**src/design/lscal_pkg.sv**
```systemverilog
`default_nettype none

package lscal_pkg;

	localparam int NCH   = 3;
	localparam int CH_W  = 12;
	localparam int MIN_W = 13;
	localparam int TOT_W = 16;
	localparam int CNT_W = 4;

	localparam logic [MIN_W-1:0] MIN_RESET = 13'd4096;

	typedef struct packed {
		logic            cliff_mode;
		logic            begin_req;
		logic            finish;
		logic [CH_W-1:0] sample_ch0;
		logic [CH_W-1:0] sample_ch1;
		logic [CH_W-1:0] sample_ch2;
	} sample_t;

	typedef struct packed {
		logic [CH_W-1:0] line_ref_ch0;
		logic [CH_W-1:0] line_ref_ch1;
		logic [CH_W-1:0] line_ref_ch2;
		logic [CH_W-1:0] cliff_ref_ch0;
		logic [CH_W-1:0] cliff_ref_ch1;
		logic [CH_W-1:0] cliff_ref_ch2;
		logic            cliff_done;
	} result_t;

	typedef struct packed {
		logic ld1;
		logic ld2;
		logic line_upd;
		logic line_clr;
		logic cliff_upd;
		logic cliff_clr;
		logic cliff_done;
	} lane_ctrl_t;

	typedef struct packed {
		logic [CH_W-1:0]  mid;
		logic [TOT_W-1:0] quot;
		logic [MIN_W-1:0] minv;
	} lane_res_t;

	typedef struct packed {
		logic cliff;
		logic finish;
		logic done;
	} item_t;

endpackage

`default_nettype wire

```
**src/design/lscal_lane.sv**
```systemverilog
`default_nettype none

module lscal_lane #(
	parameter int unsigned SAMPLES = 10
) (
	input  logic                       clk,
	input  logic                       arst_n,
	input  lscal_pkg::lane_ctrl_t      ctrl,
	input  logic [lscal_pkg::CH_W-1:0] smp,
	output lscal_pkg::lane_res_t       res
);
	import lscal_pkg::*;

	localparam int SHIFT = TOT_W + $clog2(SAMPLES);
	localparam longint unsigned RECIP_L =
		((longint'(1) << SHIFT) + longint'(SAMPLES) - 1) / longint'(SAMPLES);
	localparam logic [SHIFT:0] RECIP = RECIP_L[SHIFT:0];
	localparam int PROD_W = TOT_W + SHIFT + 1;

	logic [MIN_W-1:0]  min_q, min_base, min_nx, smp_x;
	logic [CH_W-1:0]   max_q, max_base, max_nx;
	logic [TOT_W-1:0]  tot_q, tot_base, tot_sum;
	logic [MIN_W-1:0]  min_s1, min_s2;
	logic [CH_W-1:0]   max_s1, mid_s2;
	logic [TOT_W-1:0]  sum_s1, quot_s2;
	logic [CH_W+1:0]   mid_sum;
	logic [PROD_W-1:0] prod;

	assign smp_x    = {1'b0, smp};
	assign min_base = ctrl.line_clr ? MIN_RESET : min_q;
	assign max_base = ctrl.line_clr ? '0 : max_q;
	assign tot_base = ctrl.cliff_clr ? '0 : tot_q;
	assign tot_sum  = tot_base + {{(TOT_W-CH_W){1'b0}}, smp};

	always_comb begin
		min_nx = min_q;
		max_nx = max_q;
		if (ctrl.line_upd) begin
			min_nx = (smp_x < min_base) ? smp_x : min_base;
			max_nx = (smp > max_base) ? smp : max_base;
		end
	end

	always_ff @(posedge clk or negedge arst_n) begin
		if (!arst_n) begin
			min_q <= MIN_RESET;
			max_q <= '0;
			tot_q <= '0;
		end else begin
			min_q <= min_nx;
			max_q <= max_nx;
			if (ctrl.cliff_upd) begin
				tot_q <= ctrl.cliff_done ? '0 : tot_sum;
			end
		end
	end

	always_ff @(posedge clk) begin
		if (ctrl.ld1) begin
			min_s1 <= min_nx;
			max_s1 <= max_nx;
			sum_s1 <= tot_sum;
		end
	end

	// average by reciprocal multiply, exact for every total
	assign mid_sum = {1'b0, min_s1} + {2'b00, max_s1};
	assign prod    = {{(SHIFT+1){1'b0}}, sum_s1} * {{TOT_W{1'b0}}, RECIP};

	always_ff @(posedge clk) begin
		if (ctrl.ld2) begin
			mid_s2  <= mid_sum[CH_W:1];
			quot_s2 <= prod[SHIFT +: TOT_W];
			min_s2  <= min_s1;
		end
	end

	assign res = '{mid: mid_s2, quot: quot_s2, minv: min_s2};

endmodule

`default_nettype wire

```
**src/design/lscal_merge.sv**
```systemverilog
`default_nettype none

module lscal_merge (
	input  logic                 clk,
	input  logic                 arst_n,
	input  logic                 take,
	input  lscal_pkg::item_t     item,
	input  lscal_pkg::lane_res_t res [lscal_pkg::NCH],
	output lscal_pkg::result_t   word
);
	import lscal_pkg::*;

	logic [CH_W-1:0]  line_ref_q  [NCH];
	logic [CH_W-1:0]  cliff_ref_q [NCH];
	logic             done_q;
	logic [CH_W-1:0]  fin_blend   [NCH];
	logic [CH_W-1:0]  avg_blend   [NCH];
	logic [CH_W:0]    fin_sum     [NCH];
	logic [TOT_W:0]   avg_sum     [NCH];
	logic             all_cl_lt, all_av_lt;

	always_comb begin
		all_cl_lt = 1'b1;
		all_av_lt = 1'b1;
		for (int i = 0; i < NCH; i++) begin
			fin_sum[i]   = {1'b0, cliff_ref_q[i]} + {1'b0, res[i].mid};
			fin_blend[i] = fin_sum[i][CH_W:1];
			avg_sum[i]   = {1'b0, res[i].quot} + {{(TOT_W-MIN_W+1){1'b0}}, res[i].minv};
			avg_blend[i] = avg_sum[i][CH_W:1];
			if (!(cliff_ref_q[i] < res[i].mid)) begin
				all_cl_lt = 1'b0;
			end
			if (!(res[i].quot < {{(TOT_W-MIN_W){1'b0}}, res[i].minv})) begin
				all_av_lt = 1'b0;
			end
		end
	end

	always_ff @(posedge clk or negedge arst_n) begin
		if (!arst_n) begin
			for (int i = 0; i < NCH; i++) begin
				line_ref_q[i]  <= '0;
				cliff_ref_q[i] <= '0;
			end
			done_q <= 1'b0;
		end else if (take) begin
			done_q <= item.cliff && item.done;
			for (int i = 0; i < NCH; i++) begin
				if (!item.cliff) begin
					line_ref_q[i] <= res[i].mid;
					if (item.finish && all_cl_lt) begin
						cliff_ref_q[i] <= fin_blend[i];
					end
				end else if (item.done) begin
					cliff_ref_q[i] <= all_av_lt ? avg_blend[i] : res[i].quot[CH_W-1:0];
				end
			end
		end
	end

	assign word = '{
		line_ref_ch0:  line_ref_q[0],
		line_ref_ch1:  line_ref_q[1],
		line_ref_ch2:  line_ref_q[2],
		cliff_ref_ch0: cliff_ref_q[0],
		cliff_ref_ch1: cliff_ref_q[1],
		cliff_ref_ch2: cliff_ref_q[2],
		cliff_done:    done_q
	};

endmodule

`default_nettype wire

```
**src/design/line_sensor_reference_calibrator.sv**
```systemverilog
`default_nettype none

// Takes one sample word per clock while sample_stall is low and returns one
// result word for each through three register stages; sustained rate is one
// word per cycle while the output is not stalled. Three channel lanes update
// their extrema and cliff totals in the first stage, form the midpoint and the
// cliff average (a reciprocal multiply by SAMPLES) in the second, and a merge
// stage holding the line and cliff references applies the all-channel tests
// and blends in the third. The result register holds a stalled word while the
// stages behind it keep filling; sample_stall rises only once all three stages
// are occupied and the output is stalled.
module line_sensor_reference_calibrator #(
	parameter int unsigned SAMPLES = 10
) (
	input  logic                clk,
	input  logic                arst_n,
	input  logic                sample_valid,
	output logic                sample_stall,
	input  lscal_pkg::sample_t  sample,
	output logic                result_valid,
	input  logic                result_stall,
	output lscal_pkg::result_t  result
);
	import lscal_pkg::*;

	localparam logic [CNT_W-1:0] SAMPLES_C = CNT_W'(SAMPLES);

	logic             valid_s1, valid_s2, valid_s3;
	logic             ld1, ld2, ld3, acc;
	logic [CNT_W-1:0] count_q, count_base, count_inc;
	logic             run_done;
	item_t            item_nx, item_s1, item_s2;
	lane_ctrl_t       ctrl;
	lane_res_t        res [NCH];
	logic [CH_W-1:0]  smp [NCH];

	assign ld3          = !valid_s3 || !result_stall;
	assign ld2          = !valid_s2 || ld3;
	assign ld1          = !valid_s1 || ld2;
	assign sample_stall = !ld1;
	assign acc          = sample_valid && ld1;

	assign count_base = sample.begin_req ? '0 : count_q;
	assign count_inc  = count_base + 1'b1;
	assign run_done   = sample.cliff_mode && (count_inc >= SAMPLES_C);

	assign ctrl = '{
		ld1:        ld1,
		ld2:        ld2,
		line_upd:   acc && !sample.cliff_mode,
		line_clr:   sample.begin_req,
		cliff_upd:  acc && sample.cliff_mode,
		cliff_clr:  sample.begin_req,
		cliff_done: run_done
	};

	assign item_nx = '{cliff: sample.cliff_mode, finish: sample.finish, done: run_done};

	assign smp[0] = sample.sample_ch0;
	assign smp[1] = sample.sample_ch1;
	assign smp[2] = sample.sample_ch2;

	always_ff @(posedge clk or negedge arst_n) begin
		if (!arst_n) begin
			count_q  <= '0;
			valid_s1 <= 1'b0;
			valid_s2 <= 1'b0;
			valid_s3 <= 1'b0;
		end else begin
			if (acc && sample.cliff_mode) begin
				count_q <= run_done ? '0 : count_inc;
			end
			if (ld1) begin
				valid_s1 <= sample_valid;
			end
			if (ld2) begin
				valid_s2 <= valid_s1;
			end
			if (ld3) begin
				valid_s3 <= valid_s2;
			end
		end
	end

	always_ff @(posedge clk) begin
		if (ld1) begin
			item_s1 <= item_nx;
		end
		if (ld2) begin
			item_s2 <= item_s1;
		end
	end

	for (genvar g = 0; g < NCH; g++) begin : g_lane
		lscal_lane #(
			.SAMPLES (SAMPLES)
		) u_lane (
			.clk    (clk),
			.arst_n (arst_n),
			.ctrl   (ctrl),
			.smp    (smp[g]),
			.res    (res[g])
		);
	end

	lscal_merge u_merge (
		.clk    (clk),
		.arst_n (arst_n),
		.take   (ld3 && valid_s2),
		.item   (item_s2),
		.res    (res),
		.word   (result)
	);

	assign result_valid = valid_s3;

endmodule

`default_nettype wire

```
**config.mk**
```make
export PLATFORM = sky130hd
export DESIGN_NAME = line_sensor_reference_calibrator
export DESIGN_NICKNAME = d
export VERILOG_FILES = /design/src/design/lscal_pkg.sv /design/src/design/lscal_lane.sv /design/src/design/lscal_merge.sv /design/src/design/line_sensor_reference_calibrator.sv
export SDC_FILE = /design/constraint.sdc
export NUM_CORES = 2
export LEC_CHECK = 0
export BUFFER_PORTS_ARGS = -buffer_cell sky130_fd_sc_hd__buf_2
export CORE_ASPECT_RATIO = 1.25
export CORE_MARGIN = 1
export CORE_UTILIZATION = 55
export CTS_CLUSTER_SIZE = 28
export DETAILED_ROUTE_END_ITERATION = 12
export GPL_ROUTABILITY_DRIVEN = 0
export PLACE_DENSITY = 0.77
export SETUP_SLACK_MARGIN = 0.2
export SYNTH_ARGS = -nofsm -noshare
export SYNTH_HDL_FRONTEND = slang
export SYNTH_SLANG_ARGS = --single-unit
```
**constraint.sdc**
```tcl
create_clock -name clk -period 17.03 [get_ports clk]
set_clock_uncertainty 0.05 [all_clocks]
set_input_delay 1.703 -clock clk [delete_from_list [all_inputs] [get_ports clk]]
set_output_delay 1.703 -clock clk [all_outputs]
set_load 0.1 [all_outputs]
```
## After elaboration in Yosys (flattened, before gate mapping)

Cells that the tools add are included.

| cells by class | value |
|---|---|
| reduce and logical (&&, ||, !) cells | 19 |
| bitwise operators | 1 |
| equal/unequal tests | 1 |
| magnitude comparators | 13 |
| add/sub/neg operators | 13 |
| muxes and demuxes | 44 |
| multiply operators | 3 |

Operators with widths:

| operator | number |
|---|---|
| $mux W12 | 21 |
| $mux W13 | 9 |
| $mul A16 B16 Y32 const B | 3 |
| $mux W16 | 6 |
| $add A16 B12 Y16 | 3 |
| $add A12 B12 Y13 | 3 |
| $add A13 B12 Y13 | 3 |
| $add A13 B13 Y13 | 3 |
| $lt A12 B13 Y1 | 3 |
| $lt A13 B13 Y1 | 3 |
| $gt A12 B12 Y1 | 3 |
| $lt A12 B12 Y1 | 3 |
| $mux W4 | 2 |
| $logic_and A1 B1 Y1 | 7 |
| $logic_not A1 Y1 | 6 |
| $mux W1 | 6 |
| $add A4 B1 Y4 const B | 1 |
| $ge A4 B4 Y1 const B | 1 |
| $logic_or A1 B1 Y1 | 3 |
| $reduce_and A3 Y1 | 1 |
| $ne A2 B2 Y1 const B | 1 |
| $reduce_and A2 Y1 | 1 |
| $reduce_bool A2 Y1 | 1 |
| $not A1 Y1 | 1 |

| storage, ports and cells | value |
|---|---|
| register bits | 446 |
| logic and storage cells | 138 |
| output and inout bits | 75 |
| input port bits | 43 |

## Logic depth before layout (Yosys ltp)

| depth | value |
|---|---|
| depth after elaboration | 7 |
| mapped depth | 22 |
| depth with buffers taken out | 22 |

## Modules after synthesis

A second synthesis with hierarchy kept.

| second synthesis, totals | value |
|---|---|
| cell total of the unflattened synthesis | 3942 |
| area, all modules | 40218.6 µm² |

By module, submodules not included:

| module | sequential area each (µm²) | times used | cells each | area each (µm²) |
|---|---|---|---|---|
| lscal_lane (g_lane[1].u_lane) | 3399.5 | 1 | 1022 | 10786.6 |
| lscal_lane (g_lane[0].u_lane) | 3399.5 | 1 | 975 | 10493.8 |
| lscal_lane (g_lane[2].u_lane) | 3399.5 | 1 | 880 | 10166.0 |
| lscal_merge | 1826.8 | 1 | 1015 | 8141.6 |
| line_sensor_reference_calibrator | 355.3 | 1 | 50 | 630.6 |

## Worst setup path before layout

Ideal clock, no wire load.

| timing path | value |
|---|---|
| kind | input -> output |
| start | in result_stall |
| end | out sample_stall |
| stages on the path | 2 |
| buffers on the path | 0 |
| setup slack | 7.454 ns |
| data required time | 15.277 ns |
| data arrival time | 7.823 ns |
| cells stage by stage | nand4_1 > inv_1 |

| on the way | value |
|---|---|
| longest elaborated chain between the ends | 5 |

RTL lines:

| element | RTL line | text |
|---|---|---|
| start, declared | line_sensor_reference_calibrator.sv:21 | `input logic result_stall,` |
| $logic_not A1 Y1 | line_sensor_reference_calibrator.sv:37 | `assign ld3 = !valid_s3 \|\| !result_stall;` |
| $logic_or A1 B1 Y1 | line_sensor_reference_calibrator.sv:37 |  |
| $logic_or A1 B1 Y1 | line_sensor_reference_calibrator.sv:38 | `assign ld2 = !valid_s2 \|\| ld3;` |
| $logic_or A1 B1 Y1 | line_sensor_reference_calibrator.sv:39 | `assign ld1 = !valid_s1 \|\| ld2;` |
| $logic_not A1 Y1 | line_sensor_reference_calibrator.sv:40 | `assign sample_stall = !ld1;` |
| end, declared | line_sensor_reference_calibrator.sv:18 | `output logic sample_stall,` |

No other way between the ends.

## Worst setup path in the final report

| timing path | value |
|---|---|
| start | reg g_lane[0].u_lane.sum_s1[1] |
| end | reg g_lane[0].u_lane.quot_s2[12] (data pin) |

| on the way | value |
|---|---|
| longest elaborated chain between the ends | 1 |

RTL lines:

| element | RTL line | text |
|---|---|---|
| start, declared | lscal_lane.sv:25 | `logic [TOT_W-1:0] sum_s1, quot_s2;` |
| start signal, assigned | lscal_lane.sv:62 | `sum_s1 <= tot_sum;` |
| $mul A16 B16 Y32 | lscal_lane.sv:68 | `assign prod = {{(SHIFT+1){1'b0}}, sum_s1} * {{TOT_W{1'b0}}, RECIP};` |
| net g_lane[0].u_lane.prod[32] | lscal_lane.sv:27 | `logic [PROD_W-1:0] prod;` |
| end signal, assigned | lscal_lane.sv:73 | `quot_s2 <= prod[SHIFT +: TOT_W];` |
| end, declared | lscal_lane.sv:25 |  |

The timed path passes the listed nets, and every way through them passes these cells.
A chain may end at the register's enable or synchronous reset.

==> results.rst <==
.. list-table::
   :header-rows: 1

   * - Metric
     - Value
   * - Total wire length
     - 85,870 um
   * - Final setup vio count
     - 0
   * - Worst EP arrival
     - 6.59 ns
   * - Deepest clock path buffer count
     - 3
   * - Count of unresolved DRC violations after routing
     - 0
   * - Core Area
     - 0.06932 mm^2
   * - Fraction of registers with async set/reset
     - 45.52%
   * - CTS tree
     - done
   * - Number of CTS-inserted buffers
     - 46
   * - Path class of the lowest-slack min-delay path
     - flip-flop to flip-flop
   * - Number of rows in the core area
     - 108
   * - Count of cells resized by post-cts repair
     - 0
   * - Antenna-violating nets left
     - 0
   * - Synthesis-to-finish area growth
     - 8.724%
   * - First element of the critical path
     - g_lane[0].u_lane.sum_s1[1]
   * - Critical-path maximum fanout
     - 6
   * - Most common cell after layout, fill and taps aside
     - ha_1
   * - Width of the die
     - 238.8 um
   * - Area of placed instances
     - 0.04025 mm^2
   * - Post-synth EDFFs
     - 243
   * - Placed cell count
     - 4,607
   * - Final hold violation count
     - 0
   * - Initial antenna violation count
     - 0
   * - Insertion delay of the later-clocked pin in the worst-skew pair
     - 0.61 ns
   * - Sequential cell area
     - 0.01238 mm^2
   * - Number of distinct library cell variants in the gate-level netlist after synthesis
     - 73
   * - Share of cells above drive strength 1
     - 8.462%
   * - Yosys warning total
     - 0
   * - Count of hold-fix buffers inserted at cts
     - 0
   * - Die height
     - 297.9 um
   * - Area of the multi-input gates
     - 0.02373 mm^2
   * - Cell at the root of the clock tree
     - clkbuf_16
   * - Status
     - complete, no violations
   * - Final worst-path cycle share
     - 36.88%
   * - Initial detailed-routing violation count
     - 1,420
   * - TritonRoute pass-1 iters
     - 6
   * - Per-cell via count in the routed design
     - 5.593
   * - Clock slew at the register clock pins of the worst setup and hold paths
     - 0.07 ns
   * - Post-route cell area
     - 0.04190 mm^2
   * - Fin nets
     - 4,679
   * - Number of max-slew violations in the final report
     - 0
   * - Kind of start point of the critical path
     - flip-flop
   * - Minimum setup slack among reg-to-reg paths
     - 10.75 ns
   * - Wire length of the first global-routing pass
     - 139,500 um
   * - Register bit total from synthesis
     - 446
   * - Final HPWL DP
     - 68,370 um
   * - Number of diodes added for antenna fixing
     - 0
   * - Post-layout instance count excluding filler cells
     - 4,693
   * - Clock sink total
     - 446
   * - Fmax
     - 159.2 MHz
   * - Slew of the pin with the lowest slew margin
     - 1.019 ns
   * - Worst hold margin
     - 0.3820 ns
   * - Area of the die
     - 0.07113 mm^2
   * - Number of buffers added for setup after CTS
     - 0
   * - Residual overflow from global routing
     - 0
   * - Sequential area share after synthesis
     - 32.13%
   * - # Max-Cap Violations
     - 0
   * - Post-Synthesis Cells
     - 3,603
   * - Mapped Area
     - 0.03854 mm^2
   * - Post-layout min period
     - 6.281 ns
   * - Pin count of the biggest net entering global routing
     - 132
   * - Vias post-DR
     - 26,246
   * - Number of cells on the worst reg-to-reg path
     - 19
   * - Commonest non-fill, non-tap cells in the layout
     - ha_1 (667), inv_1 (590), fa_1 (249)
   * - Type of element capturing the critical path
     - flip-flop
   * - Boundary pin count
     - 118
   * - Final routed wire length divided by cell count
     - 18.30 um
   * - Type of the worst setup path
     - flip-flop to flip-flop
   * - CP required
     - 17.34 ns
   * - Max transition margin
     - 31.85%
   * - Top flip-flop cell by instance count after synthesis
     - edfxtp_1
   * - Destination of the critical timing path
     - g_lane[0].u_lane.quot_s2[12]
   * - Fill count
     - 5,528
   * - Initial core utilization
     - 55.59%
   * - Synthesized netlist net count
     - 4,562
   * - Number of buffers inserted by port buffering
     - 117
   * - Via count of the first global-routing pass
     - 26,945
   * - R2R Path End
     - g_lane[0].u_lane.quot_s2[12]
   * - Reg2reg start
     - g_lane[0].u_lane.sum_s1[1]
   * - Fin Setup TNS
     - 0 ns
   * - Total GRT Usage
     - 24.68%
   * - H-tree levels
     - 2
   * - Unrepaired setup endpoints after global routing
     - no
   * - Average cell area after synthesis
     - 10.70 um^2
## critical path, cell delays in order (launching register included)
cell	delay [ns]
edfxtp_1	0.49
ha_1	0.42
xor2_1	0.18
ha_1	0.20
a21o_1	0.18
fa_1	0.54
fa_1	0.45
fa_1	0.49
inv_1	0.05
fa_1	0.47
inv_1	0.05
ha_1	0.28
and4_1	0.24
a41o_1	0.24
a211oi_1	0.40
o211ai_1	0.24
a221oi_1	0.55
o211ai_1	0.23
a21oi_1	0.21
xnor2_1	0.08
## final cells by class
class / instances / area share, %
multi-input cells: 2499 / 56.63
flip-flops and latches: 446 / 29.55
inverters: 590 / 5.286
clock buffers: 50 / 2.831
well taps: 935 / 2.792
repair buffers: 137 / 1.816
clock inverters: 36 / 1.099
## cell families after synthesis
logic type               Yosys count  synth area share, %
AO/OA/AOI/OAI                    642                11.40
XOR/XNOR                         177                4.023
adder cells (fa/ha/maj)          916                34.59
buffers and inverters            658                6.481
flip-flops                       446                32.13
multiplexers                      75                2.377
AND/OR/NAND/NOR                  689                9.004
## flip-flops by register name, indices dropped and copies added, names as in the netlist, 39 cells and up
name	flops
u_merge.word	72
g_lane.u_lane.min_s1	39
g_lane.u_lane.tot_q	48
g_lane.u_lane.min_s2	39
g_lane.u_lane.sum_s1	48
g_lane.u_lane.quot_s2	39
g_lane.u_lane.min_q	39
## cell usage after synthesis, types with 14 or more instances
| cell type | count | area, um^2 |
|---|---|---|
| mux2_2 | 51 | 574.3 |
| o21a_1 | 14 | 105.1 |
| a211oi_1 | 18 | 135.1 |
| a21o_1 | 75 | 563.0 |
| o31ai_1 | 24 | 180.2 |
| xor2_1 | 54 | 473.0 |
| dfrtp_1 | 200 | 5005 |
| a22o_1 | 79 | 691.9 |
| o21bai_1 | 17 | 127.6 |
| nand3_1 | 48 | 240.2 |
| inv_1 | 590 | 2215 |
| nand2b_1 | 105 | 656.9 |
| and3_1 | 15 | 93.84 |
| or3_1 | 20 | 125.1 |
| nor3_1 | 48 | 240.2 |
| o21ai_0 | 114 | 570.6 |
| clkbuf_1 | 62 | 232.7 |
| ha_1 | 667 | 8346 |
| nand4_1 | 21 | 131.4 |
| a311oi_1 | 22 | 192.7 |
| nor2b_1 | 73 | 456.7 |
| xnor2_1 | 123 | 1077 |
| mux2_4 | 20 | 300.3 |
| fa_1 | 249 | 4985 |
| edfxtp_1 | 243 | 7297 |
| nand2_1 | 110 | 412.9 |
| nor2_1 | 198 | 743.2 |
| a21oi_1 | 154 | 770.7 |
## metrics by stage
stage,worst slack (ns),util [%]
after detailed placement,10.73,58.06
after CTS,10.73,60.44
after global routing,10.38,60.44
after floorplan,7.454,-
final,10.75,60.44
after global placement,10.86,58.06
## how the worst min path moves through the flow
stage	start	to	slack (ns)	depth (start not counted)
3_3_place_gp	item_s1[1]	item_s2[1]	0.35	0
5_1_grt	item_s1[2]	item_s2[2]	0.38	0
3_5_place_dp	item_s1[2]	item_s2[2]	0.36	0
4_1_cts	item_s1[1]	item_s2[1]	0.38	0
2_1_floorplan	item_s1[0]	item_s2[0]	0.35	0
6_report	item_s1[1]	item_s2[1]	0.38	0
## layer usage
layer | global-route usage [%] | up-vias | share of wire (%)
met4 | 9.463 | 0 | 3.9
met1 | 31.47 | 12827 | 43
li1 | - | 12668 | -
met3 | 3.261 | 185 | 4.2
met2 | 42.39 | 566 | 49
met5 | 0 | - | 0
Power is not shown: default switching activity piles up to over one toggle a cycle in this logic, so the estimate is an artifact.
